### config.mk
export PLATFORM = sky130hd
export DESIGN_NAME = on_off_delay_timer_bank_core
export DESIGN_NICKNAME = d
export VERILOG_FILES = /design/src/rtl/odt_pkg.sv /design/src/rtl/odt_unit.sv /design/src/rtl/on_off_delay_timer_bank_core.sv
export VERILOG_INCLUDE_DIRS = /design/src /design/src/rtl
export SDC_FILE = /design/constraint.sdc
export NUM_CORES = 1
export LEC_CHECK = 0
export CAP_MARGIN = 25
export CORE_ASPECT_RATIO = 1.75
export CORE_MARGIN = 4
export CORE_UTILIZATION = 46
export CTS_CLUSTER_SIZE = 24
export DETAILED_ROUTE_END_ITERATION = 8
export DONT_BUFFER_PORTS = 1
export PLACE_DENSITY_LB_ADDON = 0.05
export SYNTH_ARGS = -nofsm -noshare
export SYNTH_HDL_FRONTEND = slang
export SYNTH_HIERARCHICAL = 1
export SYNTH_SLANG_ARGS = --single-unit
### constraint.sdc
create_clock -name clock -period 6.28 [get_ports clock]
set_clock_uncertainty 0.1 [all_clocks]
set_input_delay 0.314 -clock clock [delete_from_list [all_inputs] [get_ports clock]]
set_output_delay 0.314 -clock clock [all_outputs]
set_load 0.1 [all_outputs]
### src/rtl/assert_macros.svh
// assertion macros shared by the timer bank rtl
// no dependencies; assertions drop out when SYNTH is defined
`ifndef ASSERT_MACROS_SVH
`define ASSERT_MACROS_SVH

`ifndef SYNTH

// clocked assertion, disabled while reset is high
`define ODT_ASSERT(lbl, clk, rst, prop, msg) \
   lbl: assert property (@(posedge clk) disable iff (rst) prop) else $error(msg);

// clocked assertion, also checked during reset
`define ODT_ASSERT_ALWAYS(lbl, clk, prop, msg) \
   lbl: assert property (@(posedge clk) prop) else $error(msg);

`else

`define ODT_ASSERT(lbl, clk, rst, prop, msg)
`define ODT_ASSERT_ALWAYS(lbl, clk, prop, msg)

`endif

`endif

### src/rtl/odt_pkg.sv
// shared types and constants for the on/off delay timer bank
// no dependencies
package odt_pkg;

   // fixed field widths
   localparam int DELAY_W   = 16;
   localparam int NUM_REGS  = 8;
   localparam int REG_IDX_W = 4;
   localparam int TIDX_W    = 3;
   localparam int FLAG_W    = 8;

   // parameter defaults
   localparam int NUM_TIMERS_DEF  = 8;
   localparam int COUNT_WIDTH_DEF = 16;

   // operation codes
   localparam logic OP_SET  = 1'b0;
   localparam logic OP_TICK = 1'b1;

   // single-bit state fields of a timer
   typedef struct packed {
      logic level;
      logic on_flag;
      logic off_flag;
   } timer_bits_type;

   // command to the update unit
   typedef struct packed {
      logic is_tick;
      logic set_level;
   } unit_cmd_type;

endpackage

### src/rtl/odt_unit.sv
// shared update unit: next state of one timer for a set or a tick step
// depends on odt_pkg
module odt_unit import odt_pkg::*; #(
   parameter int COUNT_WIDTH = COUNT_WIDTH_DEF
) (
   input  unit_cmd_type             cmd,
   input  timer_bits_type           cur,
   input  logic [COUNT_WIDTH-1:0]   on_cnt,
   input  logic [COUNT_WIDTH-1:0]   off_cnt,
   input  logic [COUNT_WIDTH-1:0]   delay,
   output timer_bits_type           nxt,
   output logic [COUNT_WIDTH-1:0]   on_cnt_nxt,
   output logic [COUNT_WIDTH-1:0]   off_cnt_nxt
);

   logic [COUNT_WIDTH-1:0] active;
   logic [COUNT_WIDTH-1:0] act_dec;
   logic                   act_zero;
   logic                   dly_zero;

   // one decrementer and zero test on the counter that the level selects
   assign active   = cur.level ? on_cnt : off_cnt;
   assign act_dec  = active - 1'b1;
   assign act_zero = (active == '0);
   assign dly_zero = (delay == '0);

   always_comb begin
      nxt         = cur;
      on_cnt_nxt  = on_cnt;
      off_cnt_nxt = off_cnt;
      if (cmd.is_tick) begin
         // tick: run the active counter, preload the other one
         if (cur.level) begin
            if (!act_zero) begin
               on_cnt_nxt  = act_dec;
               nxt.on_flag = 1'b0;
            end else begin
               nxt.on_flag = 1'b1;
            end
            off_cnt_nxt = delay;
         end else begin
            if (!act_zero) begin
               off_cnt_nxt  = act_dec;
               nxt.off_flag = 1'b1;
            end else begin
               nxt.off_flag = 1'b0;
            end
            on_cnt_nxt = delay;
         end
      end else begin
         // set: store level, preload the opposite counter
         nxt.level = cmd.set_level;
         if (cmd.set_level) begin
            off_cnt_nxt  = delay;
            nxt.off_flag = 1'b1;
            if (dly_zero) begin
               nxt.on_flag = 1'b1;
            end
         end else begin
            on_cnt_nxt  = delay;
            nxt.on_flag = 1'b0;
            if (dly_zero) begin
               nxt.off_flag = 1'b0;
            end
         end
      end
   end

endmodule

### src/rtl/on_off_delay_timer_bank_core.sv
// on/off delay timer bank, top level; depends on odt_pkg, odt_unit, assert_macros.svh
// req channel (valid/stall): operation, timer_index, level. A set beat stores
// one timer's level; a tick beat sweeps every timer through the shared update
// unit, one timer per cycle. Every req beat gives exactly one rsp beat with
// both flag vectors (bits at and above NUM_TIMERS read zero).
// csr channel (valid/ready, always ready): index 0..7 writes delay_i, other
// indexes are dropped. Write only while the bank is idle.
// A tick beat passes through the work state once per timer and then the done
// state; a set beat takes one work step, and a set to a timer beyond the bank
// goes straight to the done state. req_stall is high whenever the sequencer
// is out of idle, so a new item is taken only after the last one has loaded
// its result into the rsp register.
// The rsp register parts the channels: a new item is taken while an old
// result waits, and the next result holds in the done step until the
// receiver drops rsp_stall. Reset (synchronous) clears all timers, delays
// and rsp_valid.
`include "assert_macros.svh"

module on_off_delay_timer_bank_core import odt_pkg::*; #(
   parameter int NUM_TIMERS  = NUM_TIMERS_DEF,
   parameter int COUNT_WIDTH = COUNT_WIDTH_DEF
) (
   input  logic                  clock,
   input  logic                  reset,
   input  logic                  req_valid,
   output logic                  req_stall,
   input  logic                  req_operation,
   input  logic [TIDX_W-1:0]     req_timer_index,
   input  logic                  req_level,
   output logic                  rsp_valid,
   input  logic                  rsp_stall,
   output logic [FLAG_W-1:0]     rsp_on_delayed_flags,
   output logic [FLAG_W-1:0]     rsp_off_delayed_flags,
   input  logic                  csr_valid,
   output logic                  csr_ready,
   input  logic [REG_IDX_W-1:0]  csr_index,
   input  logic [DELAY_W-1:0]    csr_data
);

   localparam int IDX_W = (NUM_TIMERS > 1) ? $clog2(NUM_TIMERS) : 1;
   localparam int EXT_W = (COUNT_WIDTH > DELAY_W) ? COUNT_WIDTH : DELAY_W;

   localparam logic [1:0] ST_IDLE = 2'd0;
   localparam logic [1:0] ST_WORK = 2'd1;
   localparam logic [1:0] ST_DONE = 2'd2;

   // sequencer
   logic [1:0]             state_ff, state_in;
   logic [IDX_W-1:0]       cur_idx_ff, cur_idx_in;
   logic                   is_tick_ff, is_tick_in;
   logic                   set_level_ff, set_level_in;

   // timer state
   logic [DELAY_W-1:0]     delay_ff [NUM_REGS];
   logic [COUNT_WIDTH-1:0] on_cnt_ff [NUM_TIMERS];
   logic [COUNT_WIDTH-1:0] off_cnt_ff [NUM_TIMERS];
   logic [NUM_TIMERS-1:0]  level_ff, on_flag_ff, off_flag_ff;

   // result register
   logic                   rsp_valid_ff, rsp_valid_in;
   logic [FLAG_W-1:0]      rsp_on_ff, rsp_on_in;
   logic [FLAG_W-1:0]      rsp_off_ff, rsp_off_in;

   logic                   req_fire;
   logic                   set_in_range;
   logic                   last_step;
   logic                   slot_free;
   logic [EXT_W-1:0]       delay_ext;
   logic [COUNT_WIDTH-1:0] delay_cnt;
   unit_cmd_type           cmd;
   timer_bits_type         cur_bits, nxt_bits;
   logic [COUNT_WIDTH-1:0] on_cnt_nxt, off_cnt_nxt;

   assign req_fire     = req_valid && !req_stall;
   assign req_stall    = (state_ff != ST_IDLE);
   assign csr_ready    = 1'b1;
   assign set_in_range = ({1'b0, req_timer_index} < (TIDX_W + 1)'(NUM_TIMERS));
   assign last_step    = !is_tick_ff || (cur_idx_ff == IDX_W'(NUM_TIMERS - 1));
   assign slot_free    = !rsp_valid_ff || !rsp_stall;

   // delay of the timer in work, fitted to the counter width
   assign delay_ext = EXT_W'(delay_ff[cur_idx_ff]);
   assign delay_cnt = delay_ext[COUNT_WIDTH-1:0];

   assign cmd.is_tick    = is_tick_ff;
   assign cmd.set_level  = set_level_ff;
   assign cur_bits.level    = level_ff[cur_idx_ff];
   assign cur_bits.on_flag  = on_flag_ff[cur_idx_ff];
   assign cur_bits.off_flag = off_flag_ff[cur_idx_ff];

   odt_unit #(
      .COUNT_WIDTH (COUNT_WIDTH)
   ) u_unit (
      .cmd         (cmd),
      .cur         (cur_bits),
      .on_cnt      (on_cnt_ff[cur_idx_ff]),
      .off_cnt     (off_cnt_ff[cur_idx_ff]),
      .delay       (delay_cnt),
      .nxt         (nxt_bits),
      .on_cnt_nxt  (on_cnt_nxt),
      .off_cnt_nxt (off_cnt_nxt)
   );

   // sequencer next state and result load
   always_comb begin
      state_in     = state_ff;
      cur_idx_in   = cur_idx_ff;
      is_tick_in   = is_tick_ff;
      set_level_in = set_level_ff;
      rsp_valid_in = rsp_valid_ff && rsp_stall;
      rsp_on_in    = rsp_on_ff;
      rsp_off_in   = rsp_off_ff;
      unique case (state_ff)
         ST_IDLE: begin
            if (req_fire) begin
               is_tick_in   = (req_operation == OP_TICK);
               set_level_in = req_level;
               if (req_operation == OP_TICK) begin
                  cur_idx_in = '0;
                  state_in   = ST_WORK;
               end else begin
                  cur_idx_in = req_timer_index[IDX_W-1:0];
                  state_in   = set_in_range ? ST_WORK : ST_DONE;
               end
            end
         end
         ST_WORK: begin
            if (last_step) begin
               state_in = ST_DONE;
            end else begin
               cur_idx_in = cur_idx_ff + 1'b1;
            end
         end
         ST_DONE: begin
            if (slot_free) begin
               rsp_valid_in = 1'b1;
               rsp_on_in    = FLAG_W'(on_flag_ff);
               rsp_off_in   = FLAG_W'(off_flag_ff);
               state_in     = ST_IDLE;
            end
         end
         default: begin
            state_in = ST_IDLE;
         end
      endcase
   end

   // control and result registers
   always_ff @(posedge clock) begin
      if (reset) begin
         state_ff     <= ST_IDLE;
         rsp_valid_ff <= 1'b0;
         cur_idx_ff   <= '0;
         is_tick_ff   <= 1'b0;
         set_level_ff <= 1'b0;
      end else begin
         state_ff     <= state_in;
         rsp_valid_ff <= rsp_valid_in;
         cur_idx_ff   <= cur_idx_in;
         is_tick_ff   <= is_tick_in;
         set_level_ff <= set_level_in;
      end
      rsp_on_ff  <= rsp_on_in;
      rsp_off_ff <= rsp_off_in;
   end

   // delay registers
   always_ff @(posedge clock) begin
      if (reset) begin
         for (int i = 0; i < NUM_REGS; i++) begin
            delay_ff[i] <= '0;
         end
      end else if (csr_valid && csr_ready &&
                   ({1'b0, csr_index} < (REG_IDX_W + 1)'(NUM_REGS))) begin
         delay_ff[csr_index[$clog2(NUM_REGS)-1:0]] <= csr_data;
      end
   end

   // timer state, one timer written per work step
   always_ff @(posedge clock) begin
      if (reset) begin
         level_ff    <= '0;
         on_flag_ff  <= '0;
         off_flag_ff <= '0;
         for (int i = 0; i < NUM_TIMERS; i++) begin
            on_cnt_ff[i]  <= '0;
            off_cnt_ff[i] <= '0;
         end
      end else if (state_ff == ST_WORK) begin
         level_ff[cur_idx_ff]    <= nxt_bits.level;
         on_flag_ff[cur_idx_ff]  <= nxt_bits.on_flag;
         off_flag_ff[cur_idx_ff] <= nxt_bits.off_flag;
         on_cnt_ff[cur_idx_ff]   <= on_cnt_nxt;
         off_cnt_ff[cur_idx_ff]  <= off_cnt_nxt;
      end
   end

   assign rsp_valid             = rsp_valid_ff;
   assign rsp_on_delayed_flags  = rsp_on_ff;
   assign rsp_off_delayed_flags = rsp_off_ff;

   // checks
   `ODT_ASSERT(a_accept_leaves_idle, clock, reset,
      req_fire |=> (state_ff != ST_IDLE), "accepted beat did not start work")
   `ODT_ASSERT(a_work_idx_range, clock, reset,
      (state_ff == ST_WORK) |-> ({1'b0, cur_idx_ff} < (IDX_W + 1)'(NUM_TIMERS)),
      "work step addresses a timer beyond the bank")
   `ODT_ASSERT(a_done_delivers, clock, reset,
      ((state_ff == ST_DONE) && slot_free) |=> ((state_ff == ST_IDLE) && rsp_valid_ff),
      "done step did not load the result")
   `ODT_ASSERT(a_unused_flags_zero, clock, reset,
      rsp_valid_ff |-> (((rsp_on_ff >> NUM_TIMERS) == '0) &&
                        ((rsp_off_ff >> NUM_TIMERS) == '0)),
      "flag bit set for a timer beyond the bank")

endmodule

==> results of run 1 <==
[flip-flops by register name, summed over array words and instances, names as in the netlist, 2 cells and up, named ones only]
name	cells
delay_ff	128
off_cnt_ff	128
on_cnt_ff	128
level_ff	8
off_flag_ff	8
on_flag_ff	8
rsp_off_delayed_flags	8
rsp_on_delayed_flags	8
cur_idx_ff	3
state_ff	2
[cell families (layout without fill, tap and decap cells)]
group	after synthesis	after routing	share of synthesized area, %
other	1	1	0.0177
adder cells (fa/ha/maj)	4	4	0.236
buffers and inverters	105	149	2.59
AND/OR/NAND/NOR	539	539	16.0
AO/OA/AOI/OAI	130	130	4.50
multiplexers	189	189	15.9
XOR/XNOR	19	19	0.785
flip-flops	435	435	60.0
[report_power, final]
| part | total [mW] | switching, mW | internal [mW] |
|---|---|---|---|
| sequential | 3.46 | 0.143 | 3.32 |
| combinational | 1.74 | 0.964 | 0.776 |
| clock | 2.41 | 1.10 | 1.31 |
| total | 7.61 | 2.21 | 5.41 |
[repair_timing]
action,in CTS,in global routing
hold buffers,20,0
endpoints found under the hold margin,140,0
setup buffers,0,0
gates resized for setup,0,0
[metal layers]
metal	routed length [um]	track usage, %	part of all wire (%)	vias to the layer above
li1	-	-	-	5381
met1	20700	25.7	37	6272
met2	32500	44.9	58	253
met3	1780	2.34	3.2	73
met4	1190	5.69	2.1	2
met5	13	0	0.023	-
[path summary, 6_finish.rpt]
check / from / end / slack, ns / cells past startpoint
hold reg to reg: on_flag_ff[1] / rsp_on_delayed_flags[1] / 0.38 / 0
setup reg to reg: cur_idx_ff[0] / off_cnt_ff[0][10] / 1.05 / 9
hold / removal: reset / off_flag_ff[5] / 0.05 / 2
setup / recovery: cur_idx_ff[0] / off_cnt_ff[0][10] / 1.05 / 9
[per-stage QoR]
step	instances	total power, mW	instance area, sq um	hold slack [ns]	util (%)
after floorplan	1422	4.79	21200	0.325	-
after global placement	1944	5.23	21700	0.283	47.9
after detailed placement	1950	5.26	21800	0.284	48.1
after CTS	2043	7.70	23300	0.00915	51.3
after global routing	2043	7.93	23300	0.0323	51.3
final	2043	7.61	23300	0.0502	51.3
[placed cells by master, fill, tap and decap left out, types with 7 or more instances in the layout]
| cell type | count |
|---|---|
| dlygate4sd3_1 | 20 |
| inv_1 | 7 |
| clkbuf_16 | 42 |
| nand2_1 | 39 |
| a211oi_1 | 12 |
| mux4_2 | 100 |
| edfxtp_1 | 400 |
| and2_1 | 385 |
| mux2i_1 | 32 |
| a21oi_1 | 22 |
| mux2_2 | 17 |
| mux2_4 | 40 |
| a22o_1 | 26 |
| a31oi_1 | 9 |
| o22ai_1 | 12 |
| or2_2 | 11 |
| o221ai_1 | 9 |
| clkinv_1 | 16 |
| nor2b_1 | 7 |
| xor2_1 | 8 |
| xnor2_1 | 11 |
| nor3b_1 | 7 |
| buf_4 | 34 |
| nand2b_1 | 7 |
| nor2_1 | 18 |
| dfxtp_1 | 31 |
| o21ai_0 | 8 |
| nor4_1 | 8 |
| nor3_1 | 8 |
| clkbuf_1 | 7 |
[area by class of cell]
type | instances | area (sq um) | area share, %
sequential | 435 | 12700 | 54.6
multi-input combinational | 882 | 7950 | 34.1
clock buffer | 49 | 1080 | 4.63
tap | 577 | 722 | 3.10
timing repair buffer | 61 | 579 | 2.49
clock inverter | 24 | 180 | 0.774
inverter | 15 | 56.3 | 0.242
==> summary.md, run 1 <==
| Metric | Value |
|---|---|
| # clock sinks | 435 |
| Vias/cell | 5.86 |
| Worst skew pair latency | 0.56 ns |
| Cell variety after synth | 74 |
| Status | complete, no violations |
| Type of origin of the critical path | flop |
| Grt total ovfl | 0 |
| Mapped cell area | 21200 sq um |
| Clock Pin Slew Worst Setup and Hold Paths | 0.07 ns |
| Top cells by count, synth | 400 x edfxtp_1, 385 x and2_1, 100 x mux4_2 |
| Tot GR Track Use | 22.8% |
| Synth Register Bits | 435 |
| Detail Placement HPWL | 35400 um |
| CTS tree | built |
| CTS Buffer Depth | 3 |
| Initial Util | 46.7% |
| RSZ-0062 raised after global routing | no |
| Static Leakage | 8.11 nW |
| Router iterations before antenna repair | 5 |
| Number of max-slew violations in the final report | 0 |
| Critical Path End Type | flop |
| H-tree depth | 2 |
| Slowest cell on crit path | or4b_1 |
| Final #Nets | 1471 |
| Vias | 11981 |
| Most numerous cell in the Yosys netlist | edfxtp_1 |
| DRC viols | 0 |
| Pre-CTS worst setup slack | 1.08 ns |
| Minimum clock period | 5.23 ns |
| Placer Congestion | 0.830 |
| DRT iter0 DRCs | 653 |
| I/O pins | 49 |
| Endpoints failing hold | 0 |
| EDFF count, synth | 400 |
| Pwr Density | 327 nW/um^2 |
| Synth warnings | 6 |
| Setup_tns | 0 ns |
| Asr flop ratio synth | 0% |
| Top fanout value on the critical path | 24 |
| Synth area leaders | edfxtp_1 57%, and2_1 11%, mux4_2 11% |
| CP dominant cell by count | nand2_1 |
| Yosys top cell area share | 56.7% |
| Worst vdd rail ir drop | 0.000241 V |
| Worst Path Arrival | 5.44 ns |
| Synth-to-layout area growth | 9.90% |
| Die X | 170 um |
| Sequential fraction of the synthesis area | 60.0% |
| Vias in the first global route | 12962 |
| Buffers on Ports | 0 |
| Slew HR | 32.2% |
| Worst slew pin tran | 1.02 ns |
| Fillers | 3889 |
| Die area | 49700 sq um |
| Antenna viol nets, final | 0 |
| Crit path cell chain | nand2_1, o221ai_4, buf_4, mux2i_1, a21bo_2, or4b_1, nand2_1, o221ai_1, and2_1 |
| Antenna diodes | 0 |
| Proportion of layout cells with a drive suffix above 1 | 20.3% |
| Post-Syn Instances | 1422 |
| Main synth FF type | edfxtp_1 |
| Worst EP required | 6.49 ns |
| Drt wl/cell | 27.5 um |
| Worst Setup Slack, final | 1.05 ns |
| Rows | 103 |
| Setup violators final | 0 |
| Die Ht | 292 um |
| Syn_nets | 1456 |
| Antenna violations before repair | 1 |
| CTS Root Cell | clkbuf_16 |
| Pin count of the biggest net entering global routing | 44 |
| FMAX | 191 MHz |
| Crit Path Category | reg -> reg |
| Dominant cell type by area after synthesis | edfxtp_1 |
| Min-delay worst type | in -> reg |
| Fin crit share | 83.3% |
| Family with the most delay on the worst path | simple AND/OR/NAND/NOR gates |
| Maximum single-stage delay on the critical path | 0.89 ns |
| Buf+Inv Stages, Crit Path | 1 |
| Core area | 45400 sq um |
| Num CTS Buffers | 42 |
| Syn Area/Cell | 14.9 sq um |
| Routed Wire Length | 56200 um |
| Global-route wire length before repair | 83500 um |
| Max Cap Viol | 0 |
Power figures use the tool's default switching activity.
==> inputs of run 2 (changes only) <==
clock period = 5.05 ns   (was 6.28 ns; I/O delays follow)
==> summary.md, run 2 (synthesized netlist as in run 1, its figures left out) <==
| Metric | Value |
|---|---|
| Status | complete, no violations |
| Fin crit share | 93.2% (+9.9 points) |
| DRC viols | 0 (unchanged) |
| I/O pins | 49 (unchanged) |
| Cts repair resizes | 0 (unchanged) |
| Detail Placement HPWL | 35400 um (about the same) |
| Placer Congestion | 0.834 (+0.45%) |
| Rows | 103 (unchanged) |
| Vias in the first global route | 12998 (+0.28%) |
| Commonest non-fill, non-tap cells in the layout | 400 x edfxtp_1, 385 x and2_1, 100 x mux4_2, 52 x buf_4, 43 x clkbuf_16 |
| # clock sinks | 435 (unchanged) |
| Biggest regs | delay_ff: 128 flops, off_cnt_ff: 128 flops, on_cnt_ff: 128 flops |
| Die X | 170 um (unchanged) |
| Worst skew pair latency | 0.55 ns (about the same) |
| Fillers | 3892 (+0.077%) |
| Number of max-slew violations in the final report | 0 (unchanged) |
| Die Ht | 292 um (unchanged) |
| Core area | 45400 sq um (unchanged) |
| Global-route wire length before repair | 84800 um (+1.5%) |
| Static Leakage | 8.20 nW (+1.1%) |
| Antenna violations before repair | 1 (unchanged) |
| Synth-to-layout area growth | 10.5% |
| DRT iter0 DRCs | 756 (+16%) |
| RSZ-0062 raised after global routing | no |
| Maximum single-stage delay on the critical path | 0.66 ns (-0.23 ns) |
| Die area | 49700 sq um (unchanged) |
| H-tree depth | 2 (unchanged) |
| Worst Hold Depth | 3 (+1) |
| Worst r2r path cells | 11 (+2) |
| Final #Nets | 1487 (+1.1%) |
| Setup violators final | 0 (unchanged) |
| Tot GR Track Use | 23.3% (+0.48 points) |
| FMAX | 212 MHz (+11%) |
| Crit path cell chain | buf_12, mux4_2, mux2_4, mux2i_1, ha_1, nor4b_1, nor2_1, nor4_1, xnor2_1, o21ai_0, and2_1 |
| Setup_tns | 0 ns (unchanged) |
| Routed Wire Length | 57000 um (+1.6%) |
| Endpoints failing hold | 0 (unchanged) |
| Reg2Reg Setup Slack | 0.34 ns (-0.70 ns) |
| RR Endpoint | off_cnt_ff[5][14] |
| Clock Pin Slew Worst Setup and Hold Paths | 0.07 ns (about the same) |
| Worst vdd rail ir drop | 0.000346 V (+44%) |
| Vias/cell | 5.83 (-0.56%) |
| Worst Path Arrival | 5.02 ns (-0.42 ns) |
| Setup bufs post-CTS | 0 (unchanged) |
| Initial Util | 46.7% (unchanged) |
| Worst hold slack | 0.0206 ns (-0.0296 ns) |
| Buffers on Ports | 0 (unchanged) |
| Proportion of layout cells with a drive suffix above 1 | 21.4% (+1.0 points) |
| Minimum clock period | 4.71 ns (-0.526 ns) |
| Grt total ovfl | 0 (unchanged) |
| Antenna viol nets, final | 0 (unchanged) |
| Pwr Density | 408 nW/um^2 (+25%) |
| Max Cap Viol | 0 (unchanged) |
| Type of origin of the critical path | flop |
| Min-delay worst type | in -> reg |
| Commonest non-fill, non-tap cell in the layout | edfxtp_1 |
| Vias | 12025 (+0.37%) |
| Crit Path Category | reg -> reg |
| Critical Path End Type | flop |
| CTS Hold Bufs | 21 (+5.0%) |
| CTS tree | built |
| CTS Buffer Depth | 3 (unchanged) |
| Slew HR | 30.9% (-1.3 points) |
| Worst EP required | 5.37 ns (-1.12 ns) |
| Num CTS Buffers | 42 (unchanged) |
| Top fanout value on the critical path | 45 (+88%) |
| Router iterations before antenna repair | 5 (unchanged) |
| Hold Startpoint | req_operation |
| Worst slew pin tran | 1.04 ns (+0.0200 ns) |
| CTS Root Cell | clkbuf_16 |
| Drt wl/cell | 27.7 um (+0.63%) |
| Slowest cell on crit path | o21ai_0 |
| Pin count of the biggest net entering global routing | 46 (+4.5%) |
[run 2: changes by cell type in the layout (fill, tap and decap cells not counted), sizes merged]
cell,delta
dlygate4sd3,+1
diode,+1
buf,+15
clkbuf,+7
clkinv,-5
[run 2: critical path, delay by kind of cell, from the launching register on]
kind / cells / cell delay, ns
xor+xnor: 1 / 0.12
simple gates: 4 / 1.38
buf+inv: 1 / 0.40
mux: 3 / 1.11
flops: 1 / 0.50
compound gates: 1 / 0.66
fa+ha+maj: 1 / 0.25
[run 2: metal layers]
metal  up-vias  wire length [um]  track usage [%]  part of all wire (%)
met4         0              1460             6.30                   2.6
li1       5418                 -                -                     -
met2       262             32500             44.9                    57
met3        87              1830             2.65                   3.2
met1      6258             21300             26.8                    37
met5         -                 0                0                     0
[run 2: area by class of cell]
type	count	area, sq um	share of cell area (%)
repair buffers	77	681	2.91
diodes	1	2.50	0.0107
flip-flops and latches	435	12700	54.3
inverters	15	56.3	0.240
well taps	577	722	3.08
clock buffers	56	1130	4.84
multi-input cells	882	7950	33.9
clock inverters	19	151	0.646
[run 2: worst max-delay path by stage]
stage	end	slack (ns)	cells past startpoint
after floorplan	off_cnt_ff[0][14]	0.42	19
after global placement	off_cnt_ff[5][14]	0.31	11
after detailed placement	off_cnt_ff[5][14]	0.38	11
after CTS	off_cnt_ff[5][14]	0.35	11
after global routing	off_cnt_ff[5][14]	0.04	11
final	off_cnt_ff[5][14]	0.34	11
[run 2: metrics by stage]
stage               power, mW  cell area (sq um)  util, %  instances  setup slack [ns]
floorplan                5.96              21200        -       1422             0.416
global placement         6.55              21900     48.2       1963             0.307
detailed placement       6.57              21900     48.3       1964             0.381
CTS                      9.65              23400     51.6       2060             0.349
global route             9.95              23400     51.6       2061            0.0398
finish                   9.56              23400     51.6       2062             0.343
[run 2: report_power, final]
part | leakage (nW) | switching [mW] | internal, mW | total [mW]
sequential | 4.31 | 0.140 | 4.13 | 4.27
clock | 0.620 | 1.37 | 1.69 | 3.05
combinational | 3.27 | 1.25 | 0.988 | 2.23
total | 8.20 | 2.76 | 6.80 | 9.56
==> inputs of run 3 (changes only) <==
CELL_PAD_IN_SITES_DETAIL_PLACEMENT = 2   (was default)
CELL_PAD_IN_SITES_GLOBAL_PLACEMENT = 2   (was default)
==> summary.md, run 3 (synthesized netlist as in run 1, its figures left out) <==
| Metric | Value |
|---|---|
| Status | complete, no violations |
| Tot GR Track Use | 26.4% (+3.1 points) |
| Sequential share of power | 43.1% (-1.6 points) |
| Pin count of the biggest net entering global routing | 44 (-4.3%) |
| Hold Startpoint | csr_index[2] |
| Fillers | 4163 (+7.0%) |
| Internal Pwr Total | 7.02 mW (+3.3%) |
| Max Cap Viol | 0 (unchanged) |
| Net Sw Frac | 29.1% (+0.23 points) |
| Core area | 45400 sq um (unchanged) |
| Grt total ovfl | 0 (unchanged) |
| Antenna viol nets, final | 0 (unchanged) |
| DRT iter0 DRCs | 857 (+13%) |
| Die Ht | 292 um (unchanged) |
| Placed cells | 1971 (+0.36%) |
| Placer Congestion | 0.792 (-5.0%) |
| CTS Buffer Depth | 3 (unchanged) |
| Fin crit share | 93.0% (-0.24 points) |
| Worst Setup Slack, final | 0.355 ns (+0.0119 ns) |
| Worst EP required | 5.25 ns (-0.12 ns) |
| Final Instance Area | 23600 sq um (+0.92%) |
| Routed Wire Length | 65000 um (+14%) |
| Buffers on Ports | 0 (unchanged) |
| Router iterations before antenna repair | 5 (unchanged) |
| Vias in the first global route | 14414 (+11%) |
| # clock sinks | 435 (unchanged) |
| Num CTS Buffers | 42 (unchanged) |
| Vias/cell | 6.04 (+3.6%) |
| Static Leakage | 8.29 nW (+1.2%) |
| Proportion of layout cells with a drive suffix above 1 | 21.8% (+0.41 points) |
| Clock share of power | 33.0% (+1.0 points) |
| Reg2reg start | cur_idx_ff[0] |
| FMAX | 213 MHz (+0.25%) |
| Minimum clock period | 4.70 ns (-0.0119 ns) |
| Detail Placement HPWL | 41300 um (+17%) |
| CTS Root Cell | clkbuf_16 |
| Vias | 12511 (+4.0%) |
| Number of max-slew violations in the final report | 0 (unchanged) |
| Drt wl/cell | 31.4 um (+13%) |
| I/O pins | 49 (unchanged) |
| Slew HR | 30.2% (-0.70 points) |
| Setup violators final | 0 (unchanged) |
| Commonest non-fill, non-tap cells in the layout | 400 x edfxtp_1, 385 x and2_1, 100 x mux4_2, 57 x buf_4, 43 x clkbuf_16 |
| Synth-to-layout area growth | 11.5% |
| CTS tree | built |
| Setup bufs post-CTS | 0 (unchanged) |
| Worst Hold Depth | 2 (-1) |
| RR Endpoint | off_cnt_ff[0][7] |
| Combinational group share of total power | 23.9% (+0.5 points) |
| Switching pwr | 2.88 mW (+4.4%) |
| Final core utilization | 52.1% (+0.48 points) |
| Fin cells | 2070 (+0.39%) |
| Critical Path End Type | flop |
| Hold EP | delay_ff[3][0] |
| Clock Pin Slew Worst Setup and Hold Paths | 0.06 ns (about the same) |
| Global-route wire length before repair | 96300 um (+14%) |
| Setup_tns | 0 ns (unchanged) |
| Worst r2r path cells | 9 (-2) |
| Antenna diodes | 0 (-1) |
| Pwr Total | 9.90 mW (+3.6%) |
| Pre-CTS worst setup slack | 0.434 ns (+0.0526 ns) |
| Die area | 49700 sq um (unchanged) |
| Rows | 103 (unchanged) |
| Worst slew pin tran | 1.05 ns (+0.0108 ns) |
| Pwr Density | 419 nW/um^2 (+2.7%) |
| Endpoints failing hold | 0 (unchanged) |
| Initial Util | 46.7% (unchanged) |
| H-tree depth | 2 (unchanged) |
| Biggest regs | delay_ff: 128 flops, off_cnt_ff: 128 flops, on_cnt_ff: 128 flops |
| Antenna violations before repair | 0 (-1) |
| Final #Nets | 1495 (+0.54%) |
| RSZ-0062 raised after global routing | no |
| Worst Path Arrival | 4.90 ns (-0.12 ns) |
| Crit Path Category | reg -> reg |
| Placed instance area | 22000 sq um (+0.46%) |
| Min-delay worst type | in -> reg |
| DRC viols | 0 (unchanged) |
| Worst vdd rail ir drop | 0.000347 V (+0.31%) |
| Commonest non-fill, non-tap cell in the layout | edfxtp_1 |
| Type of origin of the critical path | flop |
| Die X | 170 um (unchanged) |
| Worst skew pair latency | 0.57 ns (+0.02 ns) |
| Worst hold slack | 0.0197 ns (-0.000844 ns) |
| Top fanout value on the critical path | 17 (-62%) |
| Reg2Reg Setup Slack | 0.35 ns (about the same) |
run 3: layer usage:
layer,up-vias,wire [um],global-route usage [%]
met5,-,0,0
met4,0,2160,8.73
met3,113,1950,2.63
met2,294,36900,50.6
met1,6667,24000,30.2
li1,5437,-,-
run 3: power groups by stage:
stage / Combinational [mW] / Clock [mW] / Sequential (mW)
3_3_place_gp: 2.28 / 0 / 4.33
2_1_floorplan: 1.70 / 0 / 4.26
5_1_grt: 2.53 / 3.47 / 4.29
6_report: 2.36 / 3.27 / 4.27
4_1_cts: 2.38 / 3.33 / 4.27
3_5_place_dp: 2.34 / 0 / 4.35
run 3: layout make-up:
type | count | area, sq um | share of cell area (%)
clock buffers | 52 | 1110 | 4.69
clock inverters | 24 | 295 | 1.25
inverters | 15 | 56.3 | 0.238
multi-input cells | 882 | 7970 | 33.7
flip-flops and latches | 435 | 12700 | 53.8
well taps | 577 | 722 | 3.05
repair buffers | 85 | 758 | 3.21
run 3: timing repair:
action | in CTS | in global routing
hold buffers | 21 | 0
hold endpoints to repair | 178 | 0
resized for setup | 0 | 0
endpoints found under the setup margin | 0 | 0
run 3: how the worst max path moves through the flow:
stage	from	endpoint	cells past startpoint
after floorplan	cur_idx_ff[1]	off_cnt_ff[0][14]	19
after global placement	cur_idx_ff[0]	on_cnt_ff[2][0]	10
after detailed placement	flop	on_cnt_ff[3][0]	10
after CTS	cur_idx_ff[0]	on_cnt_ff[3][0]	12
after global routing	flop	off_cnt_ff[3][1]	10
final	cur_idx_ff[0]	off_cnt_ff[0][7]	9
run 3: worst max-delay path, cell delays in order, from the launching register on:
cell and delay [ns]:
dfxtp_1 0.59, nand2_1 0.31, o221ai_4 0.64, buf_12 0.24, nor4b_1 0.45, o21ai_1 0.29, or4b_1 0.78, nand2_1 0.34
o221ai_1 0.40, and2_1 0.28
